### config.mk
export PLATFORM = sky130hd
export DESIGN_NAME = vfc_ctrl
export DESIGN_NICKNAME = d
export VERILOG_FILES = /design/src/sv/vfc_pkg.sv /design/src/sv/vfc_ctrl.sv
export SDC_FILE = /design/constraint.sdc
export NUM_CORES = 1
export LEC_CHECK = 0
export BUFFER_PORTS_ARGS = -buffer_cell sky130_fd_sc_hd__buf_4
export CAP_MARGIN = 30
export CORE_MARGIN = 5
export CORE_UTILIZATION = 48
export CTS_CLUSTER_SIZE = 24
export DETAILED_ROUTE_END_ITERATION = 16
export GPL_TIMING_DRIVEN = 1
export PLACE_DENSITY = 0.86
export SLEW_MARGIN = 15
export SYNTH_ARGS = -nofsm -noshare
export SYNTH_HDL_FRONTEND = slang
export SYNTH_SLANG_ARGS = --single-unit
export TNS_END_PERCENT = 20
### constraint.sdc
create_clock -name clk -period 3.38 [get_ports clk]
set_clock_uncertainty 0.05 [all_clocks]
set_input_delay 0.338 -clock clk [delete_from_list [all_inputs] [get_ports clk]]
set_output_delay 0.338 -clock clk [all_outputs]
set_load 0.05 [all_outputs]
### src/sv/vfc_pkg.sv
// Package for the voxel face culler: item types, operation codes, step codes and register indexes.
package vfc_pkg;

	// Operation codes carried by an input item.
	localparam logic [1:0] OP_RESTART = 2'd0;
	localparam logic [1:0] OP_WRITE   = 2'd1;
	localparam logic [1:0] OP_QUERY   = 2'd2;

	// Configuration register indexes.
	localparam logic [1:0] CFG_EXTENT_X = 2'd0;
	localparam logic [1:0] CFG_EXTENT_Y = 2'd1;
	localparam logic [1:0] CFG_EXTENT_Z = 2'd2;

	// Extent values after reset.
	localparam logic [4:0] EXTENT_X_RESET = 5'd16;
	localparam logic [6:0] EXTENT_Y_RESET = 7'd64;
	localparam logic [4:0] EXTENT_Z_RESET = 5'd16;

	// Scan steps: the centre voxel, then one neighbour per face in emit order.
	localparam logic [2:0] STEP_CENTER = 3'd0;
	localparam logic [2:0] STEP_TOP    = 3'd1;
	localparam logic [2:0] STEP_BOTTOM = 3'd2;
	localparam logic [2:0] STEP_XP     = 3'd3;
	localparam logic [2:0] STEP_XN     = 3'd4;
	localparam logic [2:0] STEP_ZP     = 3'd5;
	localparam logic [2:0] STEP_ZN     = 3'd6;

	localparam int FACES = 6;

	// Sequencer states.
	typedef enum logic [1:0] {
		ST_IDLE,
		ST_SCAN,
		ST_EMIT
	} ctrl_state_t;

	// One input item.
	typedef struct packed {
		logic [1:0] operation;
		logic [3:0] voxel_x;
		logic [5:0] voxel_y;
		logic [3:0] voxel_z;
		logic [3:0] block_kind;
	} in_item_t;

	// One result item.
	typedef struct packed {
		logic [2:0]  face_dir;
		logic [3:0]  face_x;
		logic [5:0]  face_y;
		logic [3:0]  face_z;
		logic [3:0]  face_block;
		logic [18:0] first_vertex;
		logic        last_face;
	} out_item_t;

	// Request to the address unit: a voxel and the step taken from it.
	typedef struct packed {
		logic [3:0] x;
		logic [5:0] y;
		logic [3:0] z;
		logic [2:0] step;
	} addr_req_t;

endpackage

### src/sv/vfc_ctrl.sv
// Sequencer: takes items, scans the centre voxel and six neighbours, then emits exposed faces.
module vfc_ctrl (
	input  logic                clk,
	input  logic                arst_n,
	input  logic                in_valid,
	output logic                in_stall,
	input  vfc_pkg::in_item_t   in_item,
	output logic                out_valid,
	input  logic                out_stall,
	output vfc_pkg::out_item_t  out_item,
	input  logic [4:0]          ex,
	input  logic [6:0]          ey,
	input  logic [4:0]          ez,
	input  logic                busy,
	output vfc_pkg::addr_req_t  areq,
	input  logic                at_bound,
	output logic                mem_we,
	output logic [3:0]          mem_wdata,
	input  logic [3:0]          mem_rdata
);

	vfc_pkg::ctrl_state_t state_q, state_d;
	logic [3:0]           cx_q;
	logic [5:0]           cy_q;
	logic [3:0]           cz_q;
	logic [2:0]           step_q, step_d;
	logic                 vld_s1, vld_d;
	logic [2:0]           step_s1;
	logic                 bnd_s1;
	logic [3:0]           block_q, block_d;
	logic [5:0]           mask_q, mask_d;
	logic [16:0]          count_q, count_d;
	logic                 out_valid_q, out_valid_d;
	vfc_pkg::out_item_t   out_q, out_d;
	logic                 accept;
	logic                 in_range;
	logic                 issue;
	logic [2:0]           pick_dir;
	logic [5:0]           pick;
	logic [5:0]           rest;

	assign in_stall = busy || (state_q != vfc_pkg::ST_IDLE);
	assign accept   = in_valid && !in_stall;
	assign in_range = ({1'b0, in_item.voxel_x} < ex) && ({1'b0, in_item.voxel_y} < ey)
		&& ({1'b0, in_item.voxel_z} < ez);
	assign issue    = (state_q == vfc_pkg::ST_SCAN) && (step_q <= vfc_pkg::STEP_ZN);

	// Address request: the incoming voxel while idle, the latched voxel while scanning.
	always_comb begin
		if (state_q == vfc_pkg::ST_IDLE) begin
			areq = '{x: in_item.voxel_x, y: in_item.voxel_y, z: in_item.voxel_z,
				step: vfc_pkg::STEP_CENTER};
		end else begin
			areq = '{x: cx_q, y: cy_q, z: cz_q, step: step_q};
		end
	end

	assign mem_we    = accept && (in_item.operation == vfc_pkg::OP_WRITE) && in_range;
	assign mem_wdata = in_item.block_kind;

	// Lowest pending face, which is the next one in emit order.
	always_comb begin
		pick_dir = 3'd0;
		for (int d = vfc_pkg::FACES - 1; d >= 0; d--) begin
			if (mask_q[d]) pick_dir = 3'(d);
		end
		pick = 6'd1 << pick_dir;
		rest = mask_q & ~pick;
	end

	// Next state and datapath updates.
	always_comb begin
		state_d     = state_q;
		step_d      = step_q;
		vld_d       = 1'b0;
		block_d     = block_q;
		mask_d      = mask_q;
		count_d     = count_q;
		out_valid_d = out_valid_q && out_stall;
		out_d       = out_q;
		case (state_q)
			vfc_pkg::ST_IDLE: begin
				if (accept) begin
					case (in_item.operation)
						vfc_pkg::OP_RESTART: begin
							count_d = '0;
						end
						vfc_pkg::OP_QUERY: begin
							if (in_range) begin
								state_d = vfc_pkg::ST_SCAN;
								step_d  = vfc_pkg::STEP_CENTER;
								mask_d  = '0;
							end
						end
						default: begin
							count_d = count_q;
						end
					endcase
				end
			end
			vfc_pkg::ST_SCAN: begin
				// Issue one store read per cycle; the data returns in the next cycle.
				if (issue) step_d = step_q + 3'd1;
				vld_d = issue;
				if (vld_s1) begin
					if (step_s1 == vfc_pkg::STEP_CENTER) begin
						if (mem_rdata == 4'd0) begin
							state_d = vfc_pkg::ST_IDLE;
							vld_d   = 1'b0;
						end else begin
							block_d = mem_rdata;
						end
					end else begin
						for (int d = 0; d < vfc_pkg::FACES; d++) begin
							if (step_s1 == 3'(d + 1)) mask_d[d] = bnd_s1 || (mem_rdata == 4'd0);
						end
						if (step_s1 == vfc_pkg::STEP_ZN) state_d = vfc_pkg::ST_EMIT;
					end
				end
			end
			vfc_pkg::ST_EMIT: begin
				if (mask_q == 6'd0) begin
					state_d = vfc_pkg::ST_IDLE;
				end else if (!out_valid_q || !out_stall) begin
					out_d.face_dir     = pick_dir;
					out_d.face_x       = cx_q;
					out_d.face_y       = cy_q;
					out_d.face_z       = cz_q;
					out_d.face_block   = block_q;
					out_d.first_vertex = {count_q, 2'b00};
					out_d.last_face    = (rest == 6'd0);
					out_valid_d        = 1'b1;
					count_d            = count_q + 17'd1;
					mask_d             = rest;
					if (rest == 6'd0) state_d = vfc_pkg::ST_IDLE;
				end
			end
			default: begin
				state_d = vfc_pkg::ST_IDLE;
			end
		endcase
	end

	// Control registers.
	always_ff @(posedge clk or negedge arst_n) begin
		if (!arst_n) begin
			state_q     <= vfc_pkg::ST_IDLE;
			step_q      <= vfc_pkg::STEP_CENTER;
			vld_s1      <= 1'b0;
			mask_q      <= '0;
			count_q     <= '0;
			out_valid_q <= 1'b0;
		end else begin
			state_q     <= state_d;
			step_q      <= step_d;
			vld_s1      <= vld_d;
			mask_q      <= mask_d;
			count_q     <= count_d;
			out_valid_q <= out_valid_d;
		end
	end

	// Payload registers.
	always_ff @(posedge clk) begin
		if (accept) begin
			cx_q <= in_item.voxel_x;
			cy_q <= in_item.voxel_y;
			cz_q <= in_item.voxel_z;
		end
		step_s1 <= step_q;
		bnd_s1  <= at_bound;
		block_q <= block_d;
		out_q   <= out_d;
	end

	assign out_valid = out_valid_q;
	assign out_item  = out_q;

endmodule

==> results.toml <==
[run]
drv_cap = 0

[timing]
relSlewSlack_pct = 42.2
rsz0062_at_grt = "no"
worstMarginPinSlew_ps = 843
setup_ws_ps = 527
max_freq_mhz = 351
period_share_pct = 84.4
slew_violations = 0
hold_violations = 0
setup_viol = 0
fin_crit_ps = 2850
final.setup.tns_ps = 0

[cells_and_area]
areaGrowthSynthToFinish_pct = 25.0
instances_no_fill = 555
n_fill_cell = 689
final_common_cell = "buf_4"
seq_area_um2 = 2540
multi_input_area_um2 = 1550
final_cell_mix = "102 x buf_4, 57 x edfxtp_1, 37 x nor2_1"
layout.nets = 507
layout-drive-gt1-share_pct = 32.4
antenna_cells = 0

[synthesis]
syn_inst = 341
synth_top_area_share_pct = 40.3
syn-cell-area_um2 = 4250
ys_types = 58
ys_warn_count = 0
synth_edf_count = 57
avgSynthCellArea_um2 = 12.5
synth-seq-area-share_pct = 59.8
synthFlopType = "edfxtp_1"
yosys.area.top_type = "edfxtp_1"
ys_ff_latch = 91
synth.area.top_cells = "edfxtp_1 40%, dfrtp_1 18%, ha_1 5.3%"
async_flop_share_pct = 33.0

[global_routing]
grt_usage_pct = 17.4
grt_antenna_before_repair = 0
overflow = 0
grt_pass1_vias = 3152
grt_pass1_wl_um = 15400
grt_max_degree = 31

[die]
core_um2 = 8680
die_w_um = 104
start_util_pct = 49.0
die_h_um = 104
die-area_um2 = 10800
rows = 34
boundaryPins = 112

[run_status]
status = "completed"

[pwr]
ir_worst_vdd_mv = 0.554
leakage_uw = 0.00227
power.density_nw_per_um2 = 777

[cts]
cts_buffer_depth = 2
clk_pin_slew_ps = 90
postCtsSetupBuffers = 0
clk_latency_ps = 360
cts_buffers = 9
cts_max_level = 3
clock-sinks = 91
cts_tree = "yes"
root_buffer = "clkbuf_8"

[setup_path]
critPathArrivalTime_ps = 3060
critPathRequiredTime_ps = 3590
worst-path-max-fanout = 15
cp-start-kind = "flop"
worstSetupPathType = "reg2reg"
crit_path_end_kind = "flop"

[detailed_routing]
wl_um = 9490
vias = 3031
antenna_left = 0
post_drt_wl_per_cell_um = 17.1
drcViolationCount = 0
initialDrtViolationCount = 92
viasPerCell = 5.46
dr.pass1.iters = 4

[placement]
dp_worst_setup_slack_ps = 475
dp_cells = 537
hpwl_um = 7010
portBuffers = 101
place.gp.congestion = 0.844

[hold_path]
min_path_type = "in2reg"
[path summary, 6_finish.rpt]
check | slack (ps) | startpoint | cells past startpoint | endpoint
max in group asynchronous | 2580 | arst_n | 2 | vld_s1
min in group asynchronous | 400 | arst_n | 2 | count_q[11]
hold reg to reg | 380 | block_q[0] | 0 | out_item[20]
setup / recovery | 530 | state_q[1] | 9 | mask_q[5]
hold / removal | 30 | at_bound | 1 | bnd_s1
setup reg to reg | 530 | state_q[1] | 9 | mask_q[5]
[what timing repair did]
action,in CTS,in global routing
hold endpoints to repair,30,0
hold buffers,1,0
setup endpoints to repair,0,0
resized for setup,0,0
[area by class of cell]
class	instances	area share, %
flip-flops and latches	91	47.9
multi-input cells	215	29.1
repair buffers	105	15.1
clock buffers	11	2.85
well taps	108	2.54
inverters	20	1.41
clock inverters	5	1.11
[critical path, stage by stage, from the launching register on]
cell and delay, ps:
dfrtp_1 410, inv_1 120, ha_1 170, and3b_2 440
o221ai_2 160, a21oi_2 170, a41oi_1 250, buf_2 270
or3_1 420, o31ai_1 280
[sequential cells by signal (all words and copies together), names as in the netlist, 3 cells and up]
signal,count
step_s1,3
cz_q,4
cx_q,4
mask_q,6
block_q,4
cy_q,6
out_item,39
step_q,3
count_q,17
[kinds of logic after synthesis]
logic type | after synthesis | share of synthesized area, %
simple gates | 108 | 13.8
other cells | 1 | 0.0883
buf+inv | 36 | 4.09
mux | 20 | 5.15
fa+ha+maj | 19 | 5.54
xor+xnor | 13 | 2.68
flops | 91 | 59.8
compound gates | 53 | 8.80
[where the power goes]
| group | switching, uW | leakage (uW) | internal (uW) |
|---|---|---|---|
| combinational | 1180 | 0.00121 | 594 |
| sequential | 162 | 0.000957 | 1420 |
| clock | 388 | 0.000102 | 384 |
| total | 1730 | 0.00227 | 2400 |
[per-stage QoR]
stage	hold WS, ps	utilization [%]	power, uW	area [um^2]
after floorplan	-7.59	-	2880	4250
after detailed placement	245	58.6	3360	5090
after CTS	25.5	61.1	4130	5310
after global routing	18.2	61.2	4340	5310
final	33.3	61.2	4130	5310
after global placement	242	58.6	3310	5090
[layer usage]
metal  vias up  global-route usage [%]  routed length [um]
li1       1437                       -                   -
met1      1454                    21.2                3880
met2       115                    29.4                4740
met3        25                    4.03                 610
met4         0                    7.68                 258
met5         -                       0                   0
[synthesized netlist by cell type (8+ instances only)]
| cell type | n |
|---|---|
| xor2_1 | 9 |
| o31ai_1 | 9 |
| nand3_1 | 8 |
| ha_1 | 18 |
| nand2_1 | 16 |
| inv_1 | 19 |
| a21oi_1 | 10 |
| dfrtp_1 | 30 |
| nor2_1 | 37 |
| edfxtp_1 | 57 |
| mux2_2 | 15 |
Power figures use the tool's default switching activity.
