--- src/sv/vfc_pkg.sv ---
// Package for the voxel face culler: item types, operation codes, step codes and register indexes.
package vfc_pkg;

	// Operation codes carried by an input item.
	localparam logic [1:0] OP_RESTART = 2'd0;
	localparam logic [1:0] OP_WRITE   = 2'd1;
	localparam logic [1:0] OP_QUERY   = 2'd2;

	// Configuration register indexes.
	localparam logic [1:0] CFG_EXTENT_X = 2'd0;
	localparam logic [1:0] CFG_EXTENT_Y = 2'd1;
	localparam logic [1:0] CFG_EXTENT_Z = 2'd2;

	// Extent values after reset.
	localparam logic [4:0] EXTENT_X_RESET = 5'd16;
	localparam logic [6:0] EXTENT_Y_RESET = 7'd64;
	localparam logic [4:0] EXTENT_Z_RESET = 5'd16;

	// Scan steps: the centre voxel, then one neighbour per face in emit order.
	localparam logic [2:0] STEP_CENTER = 3'd0;
	localparam logic [2:0] STEP_TOP    = 3'd1;
	localparam logic [2:0] STEP_BOTTOM = 3'd2;
	localparam logic [2:0] STEP_XP     = 3'd3;
	localparam logic [2:0] STEP_XN     = 3'd4;
	localparam logic [2:0] STEP_ZP     = 3'd5;
	localparam logic [2:0] STEP_ZN     = 3'd6;

	localparam int FACES = 6;

	// Sequencer states.
	typedef enum logic [1:0] {
		ST_IDLE,
		ST_SCAN,
		ST_EMIT
	} ctrl_state_t;

	// One input item.
	typedef struct packed {
		logic [1:0] operation;
		logic [3:0] voxel_x;
		logic [5:0] voxel_y;
		logic [3:0] voxel_z;
		logic [3:0] block_kind;
	} in_item_t;

	// One result item.
	typedef struct packed {
		logic [2:0]  face_dir;
		logic [3:0]  face_x;
		logic [5:0]  face_y;
		logic [3:0]  face_z;
		logic [3:0]  face_block;
		logic [18:0] first_vertex;
		logic        last_face;
	} out_item_t;

	// Request to the address unit: a voxel and the step taken from it.
	typedef struct packed {
		logic [3:0] x;
		logic [5:0] y;
		logic [3:0] z;
		logic [2:0] step;
	} addr_req_t;

endpackage

--- src/sv/vfc_addr.sv ---
// Shared address unit: neighbour coordinates, chunk boundary test and linear store address.
module vfc_addr #(
	parameter int MAX_Y = 64,
	parameter int MAX_Z = 16,
	parameter int AW    = 14
) (
	input  vfc_pkg::addr_req_t req,
	input  logic [4:0]         ex,
	input  logic [6:0]         ey,
	input  logic [4:0]         ez,
	output logic [AW-1:0]      addr,
	output logic               at_bound
);

	logic [3:0] nx;
	logic [5:0] ny;
	logic [3:0] nz;

	// Step to the neighbour unless the voxel sits on the boundary on that side.
	always_comb begin
		nx = req.x;
		ny = req.y;
		nz = req.z;
		at_bound = 1'b0;
		case (req.step)
			vfc_pkg::STEP_TOP: begin
				at_bound = (({1'b0, req.y} + 7'd1) == ey);
				if (!at_bound) ny = req.y + 6'd1;
			end
			vfc_pkg::STEP_BOTTOM: begin
				at_bound = (req.y == 6'd0);
				if (!at_bound) ny = req.y - 6'd1;
			end
			vfc_pkg::STEP_XP: begin
				at_bound = (({1'b0, req.x} + 5'd1) == ex);
				if (!at_bound) nx = req.x + 4'd1;
			end
			vfc_pkg::STEP_XN: begin
				at_bound = (req.x == 4'd0);
				if (!at_bound) nx = req.x - 4'd1;
			end
			vfc_pkg::STEP_ZP: begin
				at_bound = (({1'b0, req.z} + 5'd1) == ez);
				if (!at_bound) nz = req.z + 4'd1;
			end
			vfc_pkg::STEP_ZN: begin
				at_bound = (req.z == 4'd0);
				if (!at_bound) nz = req.z - 4'd1;
			end
			default: begin
				at_bound = 1'b0;
			end
		endcase
	end

	// Linear index: x major, then y, then z; the multipliers are constants.
	assign addr = AW'((32'(nx) * 32'(MAX_Y) + 32'(ny)) * 32'(MAX_Z) + 32'(nz));

endmodule

--- config.mk ---
export PLATFORM = sky130hd
export DESIGN_NAME = vfc_addr
export DESIGN_NICKNAME = d
export VERILOG_FILES = /design/src/sv/vfc_pkg.sv /design/src/sv/vfc_addr.sv
export SDC_FILE = /design/constraint.sdc
export NUM_CORES = 1
export LEC_CHECK = 0
export ABC_AREA = 1
export BUFFER_PORTS_ARGS = -buffer_cell sky130_fd_sc_hd__buf_4
export CAP_MARGIN = 40
export CORE_MARGIN = 4
export CORE_UTILIZATION = 53
export DETAILED_ROUTE_END_ITERATION = 6
export GPL_TIMING_DRIVEN = 0
export PLACE_DENSITY = 0.94
export SLEW_MARGIN = 20
export SYNTH_ARGS = -nofsm -noshare
export SYNTH_HDL_FRONTEND = slang
export SYNTH_SLANG_ARGS = --single-unit
--- constraint.sdc ---
create_clock -name vclk -period 2.4
set_input_delay 0.48 -clock vclk [all_inputs]
set_output_delay 0.48 -clock vclk [all_outputs]
set_load 0.03 [all_outputs]
==> results of run 1 <==
synthesized netlist by cell type:
library cell,n
nand2_1,67
nand3_1,62
inv_1,35
nor2_1,12
xor2_1,8
o21ai_0,7
ha_1,6
xnor2_1,6
nand2_2,5
nand4_1,5
nor2_4,4
a21oi_1,3
buf_6,3
inv_2,3
nand3b_1,3
o211ai_1,3
a22oi_1,2
buf_4,2
nand2_4,2
nand3_2,2
nor2_2,2
nor3_2,2
o22ai_1,2
a211oi_1,1
a31oi_1,1
buf_2,1
nand3b_2,1
nor3_1,1
o21ai_1,1
o21ai_2,1
o21bai_1,1
routing by layer:
layer	vias to the layer above	wire length, µm
met4	0	250
met3	39	475
met1	902	1850
li1	944	-
met2	144	2560
met5	-	0
cell families after synthesis:
logic type	after synthesis	share of synthesized area
AO/OA/AOI/OAI	22	0.0995
XOR/XNOR	14	0.0903
adder cells (fa/ha/maj)	6	0.0553
buffers and inverters	44	0.145
AND/OR/NAND/NOR	168	0.610
layout make-up:
type / instances / area [µm²] / area share
plain buffers: 6 / 63.8 / 0.0311
inverters: 38 / 155 / 0.0757
multi-input cells: 210 / 1360 / 0.663
well taps: 30 / 37.5 / 0.0183
repair buffers: 50 / 435 / 0.212
report_power, final:
group	switching, mW	total [mW]	internal, mW
clock	0	0	0
sequential	0	0	0
combinational	0.260	0.443	0.183
total	0.260	0.443	0.183
worst min-delay path: stages:
cell	delay, ns
buf_6	0.12
nand2_2	0.06
nand3_2	0.07
buf_6	0.12
repair_timing:
item,in CTS,in global routing
setup endpoints to repair,15,15
setup buffers,4,1
pin swaps,26,18
resized for setup,35,34
hold endpoints to repair,0,0
worst max path at each step:
stage | to | cells after the start
6_report | addr[6] | 12
5_1_grt | addr[6] | 12
4_1_cts | addr[7] | 12
3_5_place_dp | addr[11] | 12
3_3_place_gp | addr[11] | 12
2_1_floorplan | addr[10] | 10
metrics by stage:
stage | setup WS, ns | utilization | cell area [µm²] | setup TNS, ns
6_report | -0.108 | 0.835 | 2050 | -0.604
5_1_grt | -0.201 | 0.835 | 2050 | -1.68
4_1_cts | -0.153 | 0.781 | 1920 | -1.02
3_5_place_dp | -0.258 | 0.706 | 1730 | -2.99
3_3_place_gp | -0.222 | 0.706 | 1730 | -2.58
2_1_floorplan | 0.00810 | - | 1360 | 0
==> flow_summary_export.csv, run 1 <==
group,metric,value,unit
layout,nFillCells,163,
synthesis,yosys-top-cells-area,"nand3_1, nand2_1, inv_1",
synthesis,avgSynthCellArea,5.34,µm²
timing,min_period,2.51,ns
worst_hold_path,min_to,"addr[12]",
floorplan,num_rows,18,
floorplan,core_area,2450,µm²
critical_path,cp-start-kind,"input port",
drt,drt_iter0_markers,92,
critical_path,worstSetupPathType,"input port to output pin",
drt,first_pass_iters,5,
critical_path,crit_buf_inv,4,
layout,seq_cell_count,0,
worst_hold_path,hold_depth,4,
grt,grt_usage,0.231,
critical_path,critPathMaxStageDelay,0.27,ns
timing,setup_viol,8,
layout,area_growth,51.1,%
grt,busiest_layer,"met2",
layout,mostFrequentLayoutCells,"nand2_1, nand3_1, buf_4",
critical_path,crit_start,"req[7]",
synthesis,yosysUniqueCellTypes,31,
timing,fin_crit_sh,1.05,
layout,regArea,0,µm²
timing,fmax,399,MHz
power_and_ir_drop,power,0.443,mW
layout,layout.cells.most_common,"nand2_1",
critical_path,critPathCaptureType,"output pin",
synthesis,synth.largest_area_cell,"nand3_1",
grt,grt_max_degree,11,
drt,drc,0,
critical_path,cp_cell_sequence,"buf_6 -> buf_6 -> clkinv_4 -> ha_4 -> xor2_1 -> nor2_1 -> nand3_1 -> nor2_4 -> nand3_2 -> nand3_2 -> nand2_2 -> buf_6",
floorplan,die_h,58.6,µm
placement,gp_congestion,0.864,
drt,antenna_left,0,
placement,dp_hpwl,3010,µm
floorplan,top_level_ports,49,
grt,grt_pass1_wl,6640,µm
timing,relSlewSlack,0.670,
timing,worst-slew-pin-transition,0.493,ns
critical_path,crit_path_frequent_cell,"buf_6",
synthesis,yosysTopAreaCellShare,0.229,
critical_path,cp.arrival,2.03,ns
timing,rsz0062_at_grt,"true",
power_and_ir_drop,p_per_area,216,nW/µm²
layout,drive_above_1_share,0.395,
critical_path,slowest_stage,"nor2_4",
synthesis,yosysSeqAreaShare,0,
layout,finalNetCount,346,
timing,maxSlewViolCount,0,
outcome,violations,"negative setup slack",
synthesis,syn_nets,294,
power_and_ir_drop,p_leak,1.05,nW
floorplan,floorplan.initialDensity,0.553,
grt,use_met3,0.0197,
placement,dp.cells,329,
grt,grt_overflow,0,
placement,port_buffers,45,
drt,viasPerCell,6.07,
drt,vias,2029,
timing,whs,1.33,ns
critical_path,path_max_fanout,7,
worst_hold_path,hp-class,"input port to output pin",
grt,grt_pass1_vias,1686,
layout,fin_cells,334,
layout,clock_buffers,0,
flow_run,cap_violations,0,
synthesis,yosysWarnings,0,
drt,wl,5130,µm
grt,antenna_found_initial,0,
layout,num_antenna_cells,0,
worst_hold_path,hp-start,"req[15]",
critical_path,required,1.92,ns
floorplan,die_area,3440,µm²
timing,fin_ws,-0.108,ns
grt,met2_usage,0.434,
critical_path,cpLargestDelayFamily,"simple AND/OR/NAND/NOR gates",
outcome,status,"complete, but fails checks",
synthesis,syn-cell-area,1360,µm²
drt,routedWlPerCell,15.4,µm
power_and_ir_drop,irDropWorstVdd,0.177,mV
grt,met1_usage,0.282,
floorplan,dieWidth,58.6,µm
timing,hold_viol_final,0,
clock_network,cts.hold.buffers_added,0,
synthesis,synth_cells,254,
No activity file was read; power rests on OpenSTA's default activity.
==> run 2: changes to the inputs <==
Settings changed: CELL_PAD_IN_SITES_DETAIL_PLACEMENT from default to 0, CELL_PAD_IN_SITES_GLOBAL_PLACEMENT from default to 2, CORE_UTILIZATION 53 to 25, PLACE_DENSITY 0.94 to 0.93.
==> run 2 against run 1 <==
Compared with the run above: the run still ends with negative setup slack left; clock-buffer cell count did not move; combinational power shrank 1%; first-iteration DRC count is 12% lower; critical path depth fell by 1; total power shrank 1.2%; largest power group unchanged.
==> flow_summary_export.csv, run 2 (synthesis gave the netlist of run 1 again) <==
group,metric,value,unit
outcome,status,"complete, but fails checks",
outcome,violations,"negative setup slack",
grt,met1_usage,0.171,
grt,grt_usage,0.126,
grt,grt_pass1_vias,1653,
power_and_ir_drop,p_per_area,203,nW/µm²
drt,wl,4250,µm
timing,fmax,410,MHz
drt,drt_iter0_markers,81,
floorplan,top_level_ports,49,
grt,grt_pass1_wl,7160,µm
timing,worst-slew-pin-transition,0.428,ns
power_and_ir_drop,irDropWorstVdd,0.0876,mV
clock_network,cts.hold.buffers_added,0,
placement,placed_cell_area,1780,µm²
timing,hold_viol_final,0,
critical_path,required,1.92,ns
critical_path,crit_path_frequent_cell,"buf_6",
layout,mostFrequentLayoutCells,"nand2_1, nand3_1, buf_4",
timing,relSlewSlack,0.713,
grt,use_met3,0.00548,
critical_path,cp.arrival,1.96,ns
critical_path,critPathCaptureType,"output pin",
layout,layout.cells.most_common,"nand2_1",
floorplan,core_area,5170,µm²
worst_hold_path,hp-class,"input port to output pin",
grt,grt_max_degree,11,
timing,maxSlewViolCount,0,
placement,gp_congestion,0.835,
grt,busiest_layer,"met2",
power_and_ir_drop,p_comb_frac,1.000,
critical_path,path_max_fanout,7,
drt,drc,0,
placement,dp_hpwl,3350,µm
grt,antenna_found_initial,0,
floorplan,die_area,6670,µm²
layout,clock_buffers,0,
layout,finalNetCount,346,
layout,area_growth,58.7,%
layout,fin_area,2150,µm²
power_and_ir_drop,intPower,0.188,mW
drt,vias,1783,
layout,drive_above_1_share,0.414,
drt,routedWlPerCell,11.4,µm
timing,min_period,2.44,ns
placement,port_buffers,45,
power_and_ir_drop,p_leak,1.06,nW
power_and_ir_drop,pwr-share-clk,0,
floorplan,floorplan.initialDensity,0.262,
critical_path,slowest_stage,"nor2_4",
flow_run,cap_violations,0,
drt,viasPerCell,4.77,
timing,setup_viol,7,
critical_path,cp_cell_sequence,"buf_8 -> buf_6 -> clkinv_4 -> ha_4 -> xor2_2 -> nor2_2 -> nand3_2 -> nor2_4 -> nand3_1 -> nand4_1 -> buf_6",
power_and_ir_drop,swShare,0.571,
drt,first_pass_iters,5,
floorplan,dieWidth,81.7,µm
layout,regArea,0,µm²
critical_path,cp-start-kind,"input port",
timing,fin_crit_sh,1.02,
timing,rsz0062_at_grt,"true",
grt,met2_usage,0.234,
layout,seq_cell_count,0,
grt,grt_overflow,0,
power_and_ir_drop,p_sw,0.250,mW
critical_path,critPathMaxStageDelay,0.25,ns
critical_path,worstSetupPathType,"input port to output pin",
timing,fin_ws,-0.0408,ns
layout,num_antenna_cells,0,
floorplan,die_h,81.7,µm
floorplan,num_rows,26,
timing,final.setup.tns,-0.170,ns
power_and_ir_drop,p_seq_frac,0,
drt,antenna_left,0,
-- run 2: power by group through the flow --
| stage | registers [mW] | logic (mW) | clock network [mW] |
|---|---|---|---|
| final | 0 | 0.437 | 0 |
| after global routing | 0 | 0.480 | 0 |
| after CTS | 0 | 0.399 | 0 |
| after detailed placement | 0 | 0.359 | 0 |
| after global placement | 0 | 0.359 | 0 |
| after floorplan | 0 | 0.234 | 0 |
-- run 2: final cells by class --
cell class / instances / area [µm²]
Buffer: 6 / 63.8
Inverter: 38 / 155
Timing Repair Buffer: 50 / 447
Multi-Input combinational cell: 210 / 1400
Fill cell: 575 / 3020
Tap cell: 70 / 87.6
-- run 2: through the flow --
| step | total power, mW | setup slack [ns] | cells | hold slack [ns] | util |
|---|---|---|---|---|---|
| 6_report | 0.437 | -0.0408 | 374 | 1.31 | 0.417 |
| 5_1_grt | 0.480 | -0.149 | 374 | 1.33 | 0.417 |
| 4_1_cts | 0.399 | -0.164 | 373 | 1.33 | 0.377 |
| 3_5_place_dp | 0.359 | -0.295 | 369 | 1.33 | 0.345 |
| 3_3_place_gp | 0.359 | -0.302 | 369 | 1.32 | 0.345 |
| 2_1_floorplan | 0.234 | 0.00810 | 254 | 1.23 | - |
-- run 2: layer usage --
metal	part of all wire	up-vias
met5	0	-
li1	-	941
met3	0.041	0
met4	0	0
met1	0.46	807
met2	0.50	35
-- run 2: path summary, 6_finish.rpt --
kind | slack (ns) | depth (start not counted) | to | start
worst min-delay path | 1.31 | 4 | addr[13] | req[16]
worst max-delay path | -0.04 | 11 | at_bound | req[7]
-- run 2: timing repair --
action,CTS,global route
pin swaps,21,27
gates resized for setup,32,50
setup endpoints to repair,15,15
setup buffers,4,1
-- run 2: critical path, delay by kind of cell --
family | cells | cell delay (ns)
simple gates | 5 | 0.74
buf+inv | 4 | 0.41
fa+ha+maj | 1 | 0.19
xor+xnor | 1 | 0.14
